## config.mk

```make
export PLATFORM = sky130hd
export DESIGN_NAME = nprs_search
export DESIGN_NICKNAME = d
export VERILOG_FILES = /design/src/rtl/nprs_pkg.sv /design/src/rtl/nprs_search.sv
export SDC_FILE = /design/constraint.sdc
export NUM_CORES = 1
export LEC_CHECK = 0
export BUFFER_PORTS_ARGS = -buffer_cell sky130_fd_sc_hd__buf_4
export CORE_ASPECT_RATIO = 2
export CORE_MARGIN = 2
export CORE_UTILIZATION = 53
export DETAILED_ROUTE_END_ITERATION = 10
export MAX_ROUTING_LAYER = met4
export PLACE_DENSITY = 0.82
export REMOVE_ABC_BUFFERS = 1
export SLEW_MARGIN = 20
export SYNTH_ARGS = -nofsm -noshare
export SYNTH_HDL_FRONTEND = slang
export SYNTH_SLANG_ARGS = --single-unit
export TNS_END_PERCENT = 1
```

## constraint.sdc

```tcl
create_clock -name vclk -period 1.65
set_input_delay 0.0825 -clock vclk [all_inputs]
set_output_delay 0.0825 -clock vclk [all_outputs]
set_load 0.05 [all_outputs]
```

## src/rtl/nprs_pkg.sv

```systemverilog
// Shared types and constants for the nearest pending request server.
// Used by every module in rtl/; depends on nothing.
package nprs_pkg;

  localparam int NUM_POSITIONS  = 1024;
  localparam int POS_BITS       = $clog2(NUM_POSITIONS);
  localparam int COUNT_BITS     = 16;
  localparam int WORD_BITS      = 32;
  localparam int WORD_IDX_BITS  = $clog2(WORD_BITS);
  localparam int NUM_WORDS      = NUM_POSITIONS / WORD_BITS;
  localparam int WORD_ADDR_BITS = POS_BITS - WORD_IDX_BITS;
  localparam int DIST_BITS      = 32;

  localparam logic [POS_BITS-1:0] TRACK_RESET = POS_BITS'(NUM_POSITIONS - 1);

  localparam logic ACT_ADD   = 1'b0;
  localparam logic ACT_SERVE = 1'b1;

  typedef struct packed {
    logic                action;
    logic [POS_BITS-1:0] position;
  } req_t;

  typedef struct packed {
    logic                 found;
    logic [POS_BITS-1:0]  served_position;
    logic [DIST_BITS-1:0] total_distance;
  } rsp_t;

  // one job for the shared bit search unit
  typedef struct packed {
    logic [WORD_BITS-1:0]     vec;
    logic                     up;
    logic [WORD_IDX_BITS-1:0] start;
    logic                     en;
  } srch_req_t;

  typedef struct packed {
    logic                      en;
    logic [WORD_ADDR_BITS-1:0] addr;
    logic [WORD_BITS-1:0]      data;
  } word_wr_t;

  typedef struct packed {
    logic                  en;
    logic [POS_BITS-1:0]   addr;
    logic [COUNT_BITS-1:0] data;
  } cnt_wr_t;

endpackage

```

## src/rtl/nprs_search.sv

```systemverilog
// Shared bit search unit: nearest set bit at or above / at or below a start index.
// Depends on nprs_pkg.
module nprs_search import nprs_pkg::*; (
  input  srch_req_t                req,
  output logic                     hit,
  output logic [WORD_IDX_BITS-1:0] idx
);

  logic [WORD_BITS-1:0] mask;
  logic [WORD_BITS-1:0] cand;

  always_comb begin
    if (req.up) begin
      mask = {WORD_BITS{1'b1}} << req.start;
    end else begin
      mask = {WORD_BITS{1'b1}} >> (WORD_IDX_BITS'(WORD_BITS - 1) - req.start);
    end
    cand = req.en ? (req.vec & mask) : '0;
  end

  // up: lowest candidate, down: highest candidate
  always_comb begin
    idx = '0;
    if (req.up) begin
      for (int i = WORD_BITS - 1; i >= 0; i--) begin
        if (cand[i]) idx = WORD_IDX_BITS'(i);
      end
    end else begin
      for (int i = 0; i < WORD_BITS; i++) begin
        if (cand[i]) idx = WORD_IDX_BITS'(i);
      end
    end
  end

  assign hit = |cand;

endmodule

```

==> summary.md, run 1 <==
| Metric | Value |
|---|---|
| Status | `stopped before the end` |
| Number of global-route vias before repair | `4540` |
| Mean area per synthesized cell | `6.60 sq um` |
| Die Y | `between 90 and 100 um` |
| Top post-synthesis cells by area | `o21ai_0 6.6%, buf_6 5.1%, nor2_1 4.9%` |
| GRT overflow | `73` |
| Post-synthesis sequential area ratio | `0` |
| Synth warnings | `0` |
| Worst slack, placed | `-0.738 ns` |
| Tool error | `[ERROR GRT-0116] Global routing finished with congestion. Check the congestion regions in the DRC Viewer.` |
| Port Buffer Count | `45` |
| Largest area contributor in the netlist | `o21ai_0` |
| Largest net degree at the start of global routing | `26` |
| First-pass GRT wire length | `24400 um` |
| Gr usage total | `0.785` |
| Placer's final routability congestion estimate | `1.09` |
| Starting Density | `0.547` |
| Rows | `31` |
| Chip width | `47.2 um` |
| Post-Synthesis Cells | `299` |
| Fail Step | `5_1_grt` |
| Synthesized area | `~0.002 sq mm` |
| I/O pins | `45` |
| Yosys cell types | `around 70` |
| Synth top area share | `0.0659` |
| Post-DP HPWL | `~7000 um` |
-- cells in the mapped netlist, types with 3 or more instances --
library cell	instances
a2111oi_0	3
a211oi_1	8
a21o_1	5
a21oi_1	17
a221oi_1	5
a32oi_1	3
a41o_1	3
and2_1	6
and3_1	4
buf_2	12
buf_4	7
buf_6	9
clkbuf_1	4
inv_1	5
nand2_1	19
nand2b_1	4
nand3_1	11
nand4_1	7
nor2_1	26
nor2b_1	6
nor3_1	9
nor4_1	5
o2111a_1	3
o2111ai_1	8
o211a_1	3
o211ai_1	9
o21a_1	7
o21ai_0	26
o21ai_1	3
o21bai_1	4
o221ai_1	5
o22ai_1	4
o31ai_1	3
-- stage by stage --
stage,std cells,utilization,hold WS (ns),instance area [sq um]
2_1_floorplan,267,-,0.434,1750
3_3_place_gp,469,0.826,0.762,2980
3_5_place_dp,469,0.826,0.766,2980
4_1_cts,481,0.933,0.826,3370
-- cells by family after synthesis --
family | synth area share
AO/OA/AOI/OAI | 0.561
buffers and inverters | 0.127
AND/OR/NAND/NOR | 0.312
-- timing repair --
item / 4_1_cts
cloned: 3
gates resized for setup: 60
pin swaps: 13
hold buffers: 0
setup endpoints to repair: 6
buffers inserted: 9
-- routing by layer --
| metal | global-route usage | GRT overflow |
|---|---|---|
| met1 | 0.784 | 0 |
| met2 | 0.961 | 50 |
| met3 | 0.472 | 4 |
| met4 | 0.789 | 19 |
| met5 | - | - |
==> run 2, diff against run 1 <==
--- a/config.mk
+++ b/config.mk
@@ -6,12 +6,10 @@
 export NUM_CORES = 1
 export LEC_CHECK = 0
 export BUFFER_PORTS_ARGS = -buffer_cell sky130_fd_sc_hd__buf_4
-export CORE_ASPECT_RATIO = 2
 export CORE_MARGIN = 2
-export CORE_UTILIZATION = 53
+export CORE_UTILIZATION = 40
 export DETAILED_ROUTE_END_ITERATION = 10
-export MAX_ROUTING_LAYER = met4
-export PLACE_DENSITY = 0.82
+export PLACE_DENSITY_LB_ADDON = 0.15
 export REMOVE_ABC_BUFFERS = 1
 export SLEW_MARGIN = 20
 export SYNTH_ARGS = -nofsm -noshare
==> constraint.sdc (replaced) <==
create_clock -name vclk -period 2.15
set_input_delay 0.1075 -clock vclk [all_inputs]
set_output_delay 0.1075 -clock vclk [all_outputs]
set_load 0.05 [all_outputs]
==> run 2 against run 1 <==
  * The flow now finishes, with violations (negative setup slack)
  * Synthesized area unchanged
  * Synthesized cell count unchanged
==> summary.md, run 2 <==
| Metric | Value |
|---|---|
| Port Buffer Count | `45 (unchanged)` |
| Total Power | `0.000871 W` |
| First-pass GRT wire length | `13000 um` |
| Synthesized area | `0.00197 sq mm (unchanged)` |
| Count of flip-flops and latches | `0` |
| Yosys cell types | `68 (unchanged)` |
| Post-synthesis sequential area ratio | `0 (unchanged)` |
| Synth top area share | `0.0659 (unchanged)` |
| VDD IR max | `0.178 mV` |
| GRT overflow | `0` |
| Final Hold Viols | `0` |
| Minimum clock period | `2.16 ns` |
| Drt initial violations | `265` |
| Largest net degree at the start of global routing | `29` |
| Setup TNS | `-0.0128 ns` |
| Starting Density | `0.415 (-0.132)` |
| Depth of the worst hold-timing path | `4` |
| Tightest Pin Transition | `0.598 ns` |
| Headroom to the max-slew limit | `0.598` |
| Avg Vias per Cell | `6.22` |
| CP Launch Type | `input pin` |
| Rows | `25 (-19%)` |
| Buf/Inv on CP | `3` |
| Worst Hold Endpoint | `idx[3]` |
| Largest area contributor in the netlist | `o21ai_0` |
| Most used cell, CP | `buf_12` |
| Synth-to-Final Area Change | `69.6%` |
| Core Area | `0.00475 sq mm` |
| Status | `finished, violations left` |
| Top post-synthesis cells by count | `26 x nor2_1, 26 x o21ai_0, 19 x nand2_1` |
| Non-filler instance count after layout | `476` |
| Via count | `between 2000 and 3000` |
| Final critical-path share of the clock period | `1.00` |
| Die Area | `0.00551 sq mm` |
| CP required | `around 2 ns` |
| Delay-heaviest family, CP | `simple AND/OR/NAND/NOR gates` |
| DRC | `0` |
| Final worst slack | `-0.00957 ns` |
| Worst setup path category | `in2out` |
| Pleak | `1.39 nW` |
| Commonest non-fill, non-tap cells in the layout | `124 x buf_4, 25 x nor2_1, 19 x nand2_1` |
| PwrDens | `260 mW/mm^2` |
| Die Y | `74.3 um (-18%)` |
| Gr usage total | `0.296` |
| Commonest non-fill, non-tap cell in the layout | `buf_4` |
| Post-CTS Hold Buffers | `0 (unchanged)` |
| DR WL/cell | `around 18 um` |
| CP peak stage delay | `around 0.34 ns` |
| Post-Synthesis Cells | `299 (unchanged)` |
| I/O pins | `45 (unchanged)` |
| Number of global-route vias before repair | `2748` |
| RSZ-0062 raised after global routing | `yes` |
| Failing checks | `negative setup slack` |
| Clock buffers | `0` |
| Fraction of layout instances using a drive strength above 1 | `0.494` |
| Synth warnings | `0 (unchanged)` |
| CP max-delay cell | `or3_4` |
| Max Cap Viol | `0` |
| Setup Viol. Count Final | `2` |
| Total wire length | `approximately 8500 um` |
| Max-slew violation count | `0` |
| Largest fanout on the critical path | `11` |
| Layout Nets | `450` |
| Placer's final routability congestion estimate | `0.985 (-10%)` |
| Mean area per synthesized cell | `6.60 sq um (unchanged)` |
| Critical Path AT | `2.05 ns` |
| Hold Path Class | `in2out` |
| Pre-Repair DR Iteration Count | `5` |
| ANT cells | `0` |
| CP Capture Type | `output port` |
| Chip width | `74.3 um (+57%)` |
| Fmax | `463 MHz` |
| CP cell instances | `buf_12 > buf_12 > or3_4 > o221a_4 > a31oi_4 > and2b_2 > and3_4 > o21ai_1 > a32oi_1 > buf_4` |
| Top post-synthesis cells by area | `o21ai_0 6.6%, buf_6 5.1%, nor2_1 4.9%` |
| Dpl cells | `466 (-0.64%)` |
| Post-DP HPWL | `6060 um (-14%)` |
| Hold path start | `req[6]` |
| Initial antenna violation count | `0` |
| Post-route ant nets | `0` |
| Seq. cell area | `0 sq um` |
-- run 2: cell counts after synthesis --
No cell type changed its count.
-- run 2: what timing repair did --
item / 4_1_cts / 5_1_grt
buffers inserted: 8 / 1
pin swaps: 8 / 15
cloned: 0 / 1
resized for setup: 37 / 47
endpoints found under the setup margin: 6 / 6
-- run 2: logic make-up after synthesis --
group / Yosys count / synth area share
AOI/OAI and AO/OA: 147 / 0.561
buffers and inverters: 38 / 0.127
and+or+nand+nor: 114 / 0.312
-- run 2: layout make-up --
class / instances / area (sq um)
multi-input cells: 261 / 1990
fillers: 432 / 1410
inverters: 6 / 22.5
well taps: 67 / 83.8
repair buffers: 142 / 1250
-- run 2: layer usage --
metal | wire length (um) | track usage | vias to the layer above
met3 | 488 | 0.00678 | 21
met4 | 138 | 0.0437 | 0
li1 | - | - | 1428
met5 | 0 | 0 | -
met2 | 4080 | 0.528 | 124
met1 | 3760 | 0.407 | 1390
-- run 2: metrics by stage --
stage                     hold WS, ns  setup slack, ns   util  area (sq um)
after floorplan                 0.484           -0.237      -          1750
after global placement          0.846           -0.305  0.609          2900
after detailed placement        0.850           -0.230  0.609          2900
after CTS                       0.781         -0.00782  0.659          3130
after global routing            0.783           -0.100  0.704          3350
final                           0.769         -0.00957  0.704          3350
-- run 2: worst min-delay path, cell delays in order --
cell and delay, ns:
buf_12 0.11, buf_4 0.17, a32oi_1 0.08, buf_4 0.19
-- run 2: worst max-delay path by stage --
stage / start / endpoint / slack (ns) / depth (start not counted)
finish: req[6] / idx[3] / -0.01 / 10
global route: req[4] / idx[0] / -0.10 / 10
CTS: req[6] / idx[3] / -0.008 / 10
detailed placement: req[4] / idx[0] / -0.23 / 8
global placement: req[4] / idx[0] / -0.31 / 8
floorplan: req[5] / idx[2] / -0.24 / 7
-- run 2: power breakdown --
part,internal (W),switching [W],leakage [nW]
sequential,0,0,0
combinational,0.000413,0.000458,1.39
clock,0,0,0
total,0.000413,0.000458,1.39
Note: power is estimated with default switching activity, not from simulation.
