$ cat src/rtl/nprs_pkg.sv
// Shared types and constants for the nearest pending request server.
// Used by every module in rtl/; depends on nothing.
package nprs_pkg;

  localparam int NUM_POSITIONS  = 1024;
  localparam int POS_BITS       = $clog2(NUM_POSITIONS);
  localparam int COUNT_BITS     = 16;
  localparam int WORD_BITS      = 32;
  localparam int WORD_IDX_BITS  = $clog2(WORD_BITS);
  localparam int NUM_WORDS      = NUM_POSITIONS / WORD_BITS;
  localparam int WORD_ADDR_BITS = POS_BITS - WORD_IDX_BITS;
  localparam int DIST_BITS      = 32;

  localparam logic [POS_BITS-1:0] TRACK_RESET = POS_BITS'(NUM_POSITIONS - 1);

  localparam logic ACT_ADD   = 1'b0;
  localparam logic ACT_SERVE = 1'b1;

  typedef struct packed {
    logic                action;
    logic [POS_BITS-1:0] position;
  } req_t;

  typedef struct packed {
    logic                 found;
    logic [POS_BITS-1:0]  served_position;
    logic [DIST_BITS-1:0] total_distance;
  } rsp_t;

  // one job for the shared bit search unit
  typedef struct packed {
    logic [WORD_BITS-1:0]     vec;
    logic                     up;
    logic [WORD_IDX_BITS-1:0] start;
    logic                     en;
  } srch_req_t;

  typedef struct packed {
    logic                      en;
    logic [WORD_ADDR_BITS-1:0] addr;
    logic [WORD_BITS-1:0]      data;
  } word_wr_t;

  typedef struct packed {
    logic                  en;
    logic [POS_BITS-1:0]   addr;
    logic [COUNT_BITS-1:0] data;
  } cnt_wr_t;

endpackage

$ cat src/rtl/nprs_bitmap.sv
// Occupancy bitmap: one word memory plus a summary register of non-empty words.
// A word whose summary bit is clear reads as zero, so clearing needs no sweep. Uses nprs_pkg.
module nprs_bitmap import nprs_pkg::*; (
  input  logic                      clk,
  input  logic                      rst,
  input  logic                      clr,
  input  logic                      rd_en,
  input  logic [WORD_ADDR_BITS-1:0] rd_addr,
  input  word_wr_t                  wr,
  output logic [WORD_BITS-1:0]      rd_word,
  output logic [NUM_WORDS-1:0]      summary
);

  logic [WORD_BITS-1:0] mem [NUM_WORDS];
  logic [WORD_BITS-1:0] mem_q;
  logic                 live_q;

  always_ff @(posedge clk) begin
    if (wr.en) begin
      mem[wr.addr] <= wr.data;
    end
    if (rd_en) begin
      mem_q  <= mem[rd_addr];
      live_q <= summary[rd_addr];
    end
  end

  always_ff @(posedge clk) begin
    if (rst || clr) begin
      summary <= '0;
    end else if (wr.en) begin
      summary[wr.addr] <= |wr.data;
    end
  end

  assign rd_word = live_q ? mem_q : '0;

endmodule

$ cat config.mk
export PLATFORM = sky130hd
export DESIGN_NAME = nprs_bitmap
export DESIGN_NICKNAME = d
export VERILOG_FILES = /design/src/rtl/nprs_pkg.sv /design/src/rtl/nprs_bitmap.sv
export SDC_FILE = /design/constraint.sdc
export NUM_CORES = 1
export LEC_CHECK = 0
export ABC_AREA = 0
export BUFFER_PORTS_ARGS = -buffer_cell sky130_fd_sc_hd__buf_2
export CORE_MARGIN = 4
export CORE_UTILIZATION = 49
export DETAILED_ROUTE_END_ITERATION = 8
export PLACE_DENSITY = 0.68
export SKIP_LAST_GASP = 1
export SLEW_MARGIN = 20
export SYNTH_ARGS = -nofsm -noshare
export SYNTH_HDL_FRONTEND = slang
export SYNTH_SLANG_ARGS = --single-unit
$ cat constraint.sdc
create_clock -name clk -period 2.8 [get_ports clk]
set_input_delay 0.56 -clock clk [delete_from_list [all_inputs] [get_ports clk]]
set_output_delay 0.56 -clock clk [all_outputs]
set_load 0.02 [all_outputs]
### Word-level counts from Yosys, hierarchy flattened

Memories as Yosys holds them, arrays and structs flattened. A register that Yosys moved wholly into a read port is not among the register bits.
Index checks and enable logic that the tools add are counted.

* register bits: 33
* memory bits (writable): 1024
* input bits: 47
* logic and storage cells: 17
* memories: 1

Memory list
* mem: words 32, width 32, rd ports 1, clocked after Yosys merged registers in 1, wr ports 1, line nprs_bitmap.sv:14 `logic [WORD_BITS-1:0] mem [NUM_WORDS];`

* magnitude comparators: 3
* muxes and demuxes: 8
* reduce and logical (&&, ||, !) cells: 3

Operators by type and width (count)
* bitwise mux 32 bit: 1
* two-way mux 32 bit: 1
* OR reduction 32 bit: 1
* < comparator 5 x 6 -> 1 bit (second input constant): 2
* binary-select mux 1 bit (select 5 bit): 1
* demux 1 bit (select 5 bit): 1
* greater-or-equal comparator 5 x 1 -> 1 bit (second input constant): 1
* two-way mux 1 bit: 4
* logical AND 1 bit: 1
* logical OR 1 bit: 1

### Logic depth before layout (Yosys ltp)

Gate-level depths: netlist (run 1).

* word-level depth: 5
* gate-level depth with buffers: 8
* depth with buffers taken out: 5

### Least setup slack after synthesis (run 1)

Ideal clock, no wire load.

* kind: input to register
* start: input wr[34] in the netlist's numbering
* end: memory mem[1][0], enable pin
* setup time: 0.424 ns
* arrival: 2.445 ns
* data required time: 2.376 ns
* slack: -0.069 ns
* stages on the path: 2
* buffers on the path: 0
* cell sequence: or3_1 > nor2_1

RTL lines
* from (decl): line nprs_bitmap.sv:9 `input word_wr_t wr,`
* to (decl): line nprs_bitmap.sv:14

Straight into the memory's write port.

### Final worst setup path (run 1)

* start: register live_q
* end: output rd_word[17]

* word-level cells in the longest chain between the ends: 1

Ends and longest elaborated chain
* from (decl): line nprs_bitmap.sv:16 `logic live_q;`
* from (signal assigned): line nprs_bitmap.sv:24 `live_q <= summary[rd_addr];`
* two-way mux 32 bit: line nprs_bitmap.sv:36 `assign rd_word = live_q ? mem_q : '0;`
* to (decl): line nprs_bitmap.sv:10 `output logic [WORD_BITS-1:0] rd_word,`

Every way passes these cells.

==> impl_metrics.csv, run 1 <==
group,metric,value,unit
timing,timing.final.max_slew_violations,0,
timing,fin_skew,0.0210,ns
yosys,avgSynthCellArea,17.4,um^2
timing,timing_worst_slew_pin_value,0.951,ns
timing,timing.final.ws_setup,0.276,ns
route,detail_route.drc_violations,0,
yosys,post_synth_inst_count,2450,
clock_network,tritoncts,"built",
yosys,synth_top_cell_by_area,"sky130_fd_sc_hd__edfxtp_1",
setup_path,worstSetupPathType,"register to primary output",
setup_path,cp_max_fanout,32,
timing,hold_violations,0,
yosys,synth_seq_area_share,76.1,%
pwr,static_power_due_to_leakage,17.3,nW
yosys,synthMostInstantiatedCell,"sky130_fd_sc_hd__edfxtp_1",
pwr,power_density,694,mW/mm^2
yosys,synth_async_sr_flop_share,0,%
timing,timing.fmax,396,MHz
grt,first_global_vias,23400,
floorplan,design.portCount,111,
clock_network,tritoncts.num_buffers,104,
pwr,combPwrFrac,5.7,%
setup_path,critical_path_required,2.24,ns
clock_network,max_root_sink_buffers,3,
yosys,synth_nets,2497,
finish,nets_finish,2732,
finish,area_growth_synth_to_finish,15.6,%
setup_path,worst_setup_path_end_kind,"primary output",
place,gpl.final_weighted_congestion,0.802,
clock_network,cts.repair_timing.setup_buffer_count,0,
route,route.detailed.vias_per_inst,6.00,
setup_path,reg2reg_setup_slack,1.34,ns
clock_network,postCtsHoldBufs,0,
flow_run,drv.max_cap_violation_count,0,
grt,grt_overflow,0,
floorplan,die_h,303,um
floorplan,die_area,0.0916,mm^2
timing,finalCritPeriodShare,90.1,%
timing,final.min_clock_period,2.52,ns
setup_path,critical_path_arrival,1.96,ns
grt,global_route.usage.met1,33.7,%
grt,grt_pass1_wl,158000,um
yosys,synth.distinct_cells,30,
setup_path,critical_path.startpoint,"live_q",
yosys,yosysTopAreaCellShare,74.6,%
pwr,cell_internal_pwr,0.0270,W
finish,drive_gt1_share,16.9,%
place,hpwl,62200,um
floorplan,die-width,303,um
place,placement.io_buffers,110,
timing,relSlewSlack,36.6,%
clock_network,clkLatencyLatePin,0.65,ns
finish,finalInstanceArea,0.0492,mm^2
pwr,sw_frac_of_total,21.1,%
clock_network,htreeDepth,3,
setup_path,worstRegToRegCells,5,
grt,pin_count_of_the_biggest_net_entering_global_routing,62,
setup_path,crit_path_start_kind,"register",
route,ant_nets,0,
status,status,"finished, final reports clean",
floorplan,initial_core_util,49.7,%
grt,global_route.usage.met2,37.6,%
grt,track_usage,23.7,%
grt,globalRouteMet3Util,4.71,%
route,wl_per_cell,27.8,um
finish,fill_cells,6422,
setup_path,crit_end,"rd_word[17]",
yosys,ffs_latches_synth,1089,
grt,grt_most_used_layer,"met2",
setup_path,r2r_end,"mem_q[20]",
route,route.vias.total,23500,
pwr,vdd.ir_drop.worst,604,uV
yosys,synth_edf_count,1057,
hold_path,timing.hold.worst.class,"primary input to register",
timing,setup_total_negative_slack,0,ns
grt,initial_antenna_violation_count,6,
timing,rsz_0062_raised_after_global_routing,"false",
setup_path,critical_path.reg2reg.startpoint,"mem[1][20]",
floorplan,num_rows,107,
route,initial_drc_count,2656,
pwr,power_frac_clock,41.0,%
route,routed_wl,109000,um
yosys,netlist_top_cells_area,"sky130_fd_sc_hd__edfxtp_1, sky130_fd_sc_hd__mux2i_1, sky130_fd_sc_hd__a22oi_1, sky130_fd_sc_hd__dfxtp_1, sky130_fd_sc_hd__a22o_1",
pwr,seq_power_share,53.3,%
clock_network,cts-root-buf,"sky130_fd_sc_hd__clkbuf_16",
pwr,p_switching,0.00719,W
place,preCtsSetupSlack,0.0815,ns
yosys,synthFlopType,"sky130_fd_sc_hd__edfxtp_1",
clock_network,cts_resized,0,
place,total_placed_instance_area,0.0457,mm^2
route,drtPass1Iterations,6,
yosys,yosys_warnings,0,
timing,report.final.setup_viol,0,
yosys,synthesis.area,0.0425,mm^2
floorplan,coreArea,0.0857,mm^2
yosys,synthTopCellsByCount,"sky130_fd_sc_hd__edfxtp_1, sky130_fd_sc_hd__mux2i_1, sky130_fd_sc_hd__nand2_1, sky130_fd_sc_hd__nand3_1",
clock_network,clock_sink_count,1089,
clock_network,clk_pin_slew_worst_paths,0.06,ns
[worst min-delay path by stage]
| stage | startpoint | to | slack [ns] | cells after the start |
|---|---|---|---|---|
| after floorplan | summary[0] | summary[0] | 0.58 | 2 |
| after global placement | summary[14] | summary[14] | 0.50 | 2 |
| after detailed placement | summary[8] | summary[8] | 0.51 | 2 |
| after CTS | wr[13] | mem[6][13] | 0.14 | 1 |
| after global routing | wr[25] | mem[4][25] | 0.16 | 1 |
| final | wr[13] | mem[6][13] | 0.16 | 1 |
[kinds of logic after synthesis]
logic type      count (synthesis)  share of synthesized area, %
mux                           528                          12.4
flops                        1089                          76.1
simple gates                  360                          4.03
compound gates                329                          5.32
buf+inv                       144                          2.11
[critical path, cell delays in order (launching register included)]
cell and delay [ns]:
sky130_fd_sc_hd__edfxtp_1 0.38, sky130_fd_sc_hd__buf_12 0.26, sky130_fd_sc_hd__and2_1 0.40, sky130_fd_sc_hd__buf_2 0.25
[layout by cell type, fill, tap and decap left out, drive strengths merged]
cell / count
or3b: 3
mux2i: 528
nor3: 33
nand2: 101
a22o: 66
or3: 1
bufinv: 11
nor2: 67
nand4: 2
clkinvlp: 6
a31oi: 33
and2: 33
clkinv: 41
a22oi: 99
nand3: 101
edfxtp: 1057
nand3b: 5
nor2b: 2
clkbuf: 133
a211oi: 32
a21oi: 99
dfxtp: 32
nor4: 8
buf: 273
or2: 2
diode: 2
nand2b: 2
[sequential cells by signal (all words and copies together), names as in the netlist]
| register | count |
|---|---|
| live_q | 1 |
| mem | 1024 |
| mem_q | 32 |
| summary | 32 |
[per-layer routing]
layer  up-vias  part of all wire (%)
li1      10200                     -
met3       168                   8.8
met4         0                   2.7
met5         -                     0
met1     12100                    42
met2      1064                    47
[per-stage QoR]
stage                     hold slack, ns  util (%)  total power (W)  cells
after floorplan                    0.582         -           0.0196   2450
after global routing               0.158      57.4           0.0352   3914
after CTS                          0.135      57.4           0.0343   3914
after detailed placement           0.512      53.4           0.0205   3723
after global placement             0.503      53.4           0.0204   3723
final                              0.165      57.4           0.0341   3916
[power by group through the flow]
stage | sequential [W] | clock [W] | combinational [W]
2_1_floorplan | 0.0185 | 0 | 0.00106
3_3_place_gp | 0.0185 | 0 | 0.00189
3_5_place_dp | 0.0185 | 0 | 0.00193
4_1_cts | 0.0182 | 0.0142 | 0.00194
5_1_grt | 0.0182 | 0.0150 | 0.00207
6_report | 0.0182 | 0.0140 | 0.00195
[area by class of cell]
class | instances | area (um^2) | area share (%)
diodes | 2 | 5.00 | 0.0102
flip-flops and latches | 1089 | 32400 | 65.9
well taps | 1144 | 1430 | 2.91
clock inverters | 58 | 581 | 1.18
multi-input cells | 1217 | 9500 | 19.3
repair buffers | 273 | 2420 | 4.93
clock buffers | 133 | 2850 | 5.79
Note: power is estimated with default switching activity, not from simulation.
==> inputs of run 2 (changes only) <==
--- a/config.mk
+++ b/config.mk
@@ -8,9 +8,9 @@
 export ABC_AREA = 0
 export BUFFER_PORTS_ARGS = -buffer_cell sky130_fd_sc_hd__buf_2
 export CORE_MARGIN = 4
-export CORE_UTILIZATION = 49
+export CORE_UTILIZATION = 45
 export DETAILED_ROUTE_END_ITERATION = 8
-export PLACE_DENSITY = 0.68
+export SKIP_CTS_REPAIR_TIMING = 1
 export SKIP_LAST_GASP = 1
 export SLEW_MARGIN = 20
 export SYNTH_ARGS = -nofsm -noshare
==> constraint.sdc (replaced) <==
create_clock -name clk -period 2.8 [get_ports clk]
set_input_delay 0.56 -clock clk [delete_from_list [all_inputs] [get_ports clk]]
set_output_delay 0.56 -clock clk [all_outputs]
set_load 0.05 [all_outputs]
==> run 2 against run 1 <==
Net effect:
- via count grew 0.42%
- flip-flop and latch count did not move
- sequential share of layout area is 0.67 points lower
- clock power grew 3%
- die area rose by 8.7%
- worst hold slack worse by 0.0059 ns
- maximum frequency down 0.14%
- register-to-register slack worse by 0.20 ns
- first-iteration DRC count fell by 3.1%
- power rose by 1.5%
- sequential power about the same
- critical path type unchanged
==> impl_metrics.csv, run 2 (synthesis gave the netlist of run 1 again) <==
group,metric,value,unit
grt,grt_overflow,0,
finish,core_occupancy_in_the_finished_layout,53.1,%
finish,layout_commonest_cell,"sky130_fd_sc_hd__edfxtp_1",
clock_network,tritoncts.num_buffers,112,
setup_path,cp_cell_instances,"buf_12 -> and2_1 -> buf_2",
timing,finalCritPeriodShare,90.3,%
grt,initial_antenna_violation_count,6,
timing,timing_worst_slew_pin_value,0.880,ns
floorplan,die-width,315,um
finish,finalNonFillerCells,4051,
clock_network,cts-root-buf,"sky130_fd_sc_hd__clkbuf_16",
timing,timing.fmax,396,MHz
place,placement.io_buffers,110,
place,preCtsSetupSlack,0.0336,ns
setup_path,crit_path_start_kind,"register",
clock_network,clock_sink_count,1089,
clock_network,tritoncts,"built",
hold_path,timing.hold.worst.class,"primary input to register",
pwr,power_density,697,mW/mm^2
route,m1WireLength,49300,um
finish,nets_finish,2747,
floorplan,die_h,315,um
setup_path,worstRegToRegCells,4,
route,routed_wl,117000,um
grt,track_usage,23.4,%
setup_path,worst_setup_path_end_kind,"primary output",
timing,hold_violations,0,
route,route.detailed.vias_per_inst,5.82,
timing,fin_skew,0.0136,ns
route,detail_route.drc_violations,0,
setup_path,critical_path.reg2reg.startpoint,"summary[17]",
timing,rsz_0062_raised_after_global_routing,"false",
floorplan,die_area,0.0995,mm^2
setup_path,critical_path_arrival,1.97,ns
setup_path,critical_path.startpoint,"live_q",
clock_network,htreeDepth,3,
setup_path,worstSetupPathType,"register to primary output",
route,ant_nets,0,
hold_path,holdCritStartpoint,"wr[4]",
route,route.met3.wl,8300,um
floorplan,initial_core_util,45.4,%
finish,area_growth_synth_to_finish,16.8,%
setup_path,worstPathBufferInverterCount,2,
finish,largest_register_ffs,1024,
route,route.vias.total,23600,
finish,finalInstanceArea,0.0497,mm^2
setup_path,critical_path_required,2.24,ns
setup_path,cp_slowest_cell,"sky130_fd_sc_hd__edfxtp_1",
route,met2WireLength,56700,um
grt,grt_pass1_wl,168000,um
clock_network,max_root_sink_buffers,3,
hold_path,holdPathStages,1,
place,hpwl,67000,um
flow_run,drv.max_cap_violation_count,0,
timing,timing.final.max_slew_violations,0,
route,top_sig_layer,"met5",
route,wl_per_cell,28.9,um
route,drtPass1Iterations,6,
pwr,vdd.ir_drop.worst,486,uV
setup_path,reg2reg_setup_slack,1.14,ns
grt,first_global_vias,23700,
timing,report.final.setup_viol,0,
setup_path,cp_max_fanout,32,
finish,regMostFlops,"mem",
floorplan,design.portCount,111,
setup_path,critical-path-top-delay-family,"buffers and inverters",
setup_path,critPathMaxStageDelay,0.38,ns
floorplan,num_rows,112,
clock_network,clk_pin_slew_worst_paths,0.06,ns
status,status,"finished, final reports clean",
floorplan,coreArea,0.0936,mm^2
finish,layout_common_cells,"sky130_fd_sc_hd__edfxtp_1, sky130_fd_sc_hd__mux2i_1, sky130_fd_sc_hd__clkbuf_16, sky130_fd_sc_hd__buf_2, sky130_fd_sc_hd__buf_4",
place,placed_cells_incl_taps,3840,
finish,top_regs,"mem (1024), mem_q (32), summary (32)",
timing,relSlewSlack,40.8,%
timing,timing.final.ws_setup,0.272,ns
clock_network,clkLatencyLatePin,0.66,ns
route,initial_drc_count,2573,
setup_path,r2r_end,"live_q",
finish,drive_gt1_share,17.0,%
pwr,static_power_due_to_leakage,17.5,nW
place,gpl.final_weighted_congestion,0.791,
timing,final.min_clock_period,2.53,ns
hold_path,whs_endpoint,"mem[12][4]",
grt,pin_count_of_the_biggest_net_entering_global_routing,47,
place,total_placed_instance_area,0.0461,mm^2
run 2: power by group:
part / total [W] / leakage (nW) / switching, W / internal (W)
Sequential: 0.0182 / 9.81 / 0.0000814 / 0.0181
Combinational: 0.00209 / 5.92 / 0.00141 / 0.000677
Clock: 0.0144 / 1.76 / 0.00596 / 0.00839
Total: 0.0346 / 17.5 / 0.00745 / 0.0272
run 2: routing by layer:
metal  up-vias  GRT usage (%)
li1      10200              -
met1     12200           33.2
met2       937           38.4
met3       182           3.43
met4         2           5.78
met5         -              0
run 2: area by class of cell:
type                    count  area (um^2)
clock inverters            52          395
well taps                1254         1570
repair buffers            280         2650
multi-input cells        1217         9500
clock buffers             158         3170
flip-flops and latches   1089        32400
diodes                      1         2.50
fillers                  7502        43900
run 2: through the flow:
| stage | setup TNS (ns) | hold slack, ns | total power [W] |
|---|---|---|---|
| 6_report | 0 | 0.159 | 0.0346 |
| 5_1_grt | 0 | 0.135 | 0.0357 |
| 4_1_cts | 0 | 0.133 | 0.0349 |
| 3_5_place_dp | 0 | 0.510 | 0.0206 |
| 3_3_place_gp | -0.0810 | 0.502 | 0.0206 |
| 2_1_floorplan | -6.23 | 0.629 | 0.0197 |
run 2: worst max-delay path by stage:
stage                              to  slack (ns)  cells past startpoint
after CTS                 rd_word[19]        0.26                      3
after global routing      rd_word[19]        0.23                      3
final                     rd_word[19]        0.27                      3
after detailed placement  summary[14]        0.03                      7
after floorplan             mem[1][0]       -0.07                      2
after global placement     summary[8]       -0.01                      7
run 2: worst reg2reg max path, cell delays in order, from the launching register on:
cell                      delay (ns)
sky130_fd_sc_hd__dfxtp_1        0.34
sky130_fd_sc_hd__mux2i_1        0.29
sky130_fd_sc_hd__nand2_1        0.16
sky130_fd_sc_hd__a31oi_1        0.43
sky130_fd_sc_hd__nand3_1        0.16
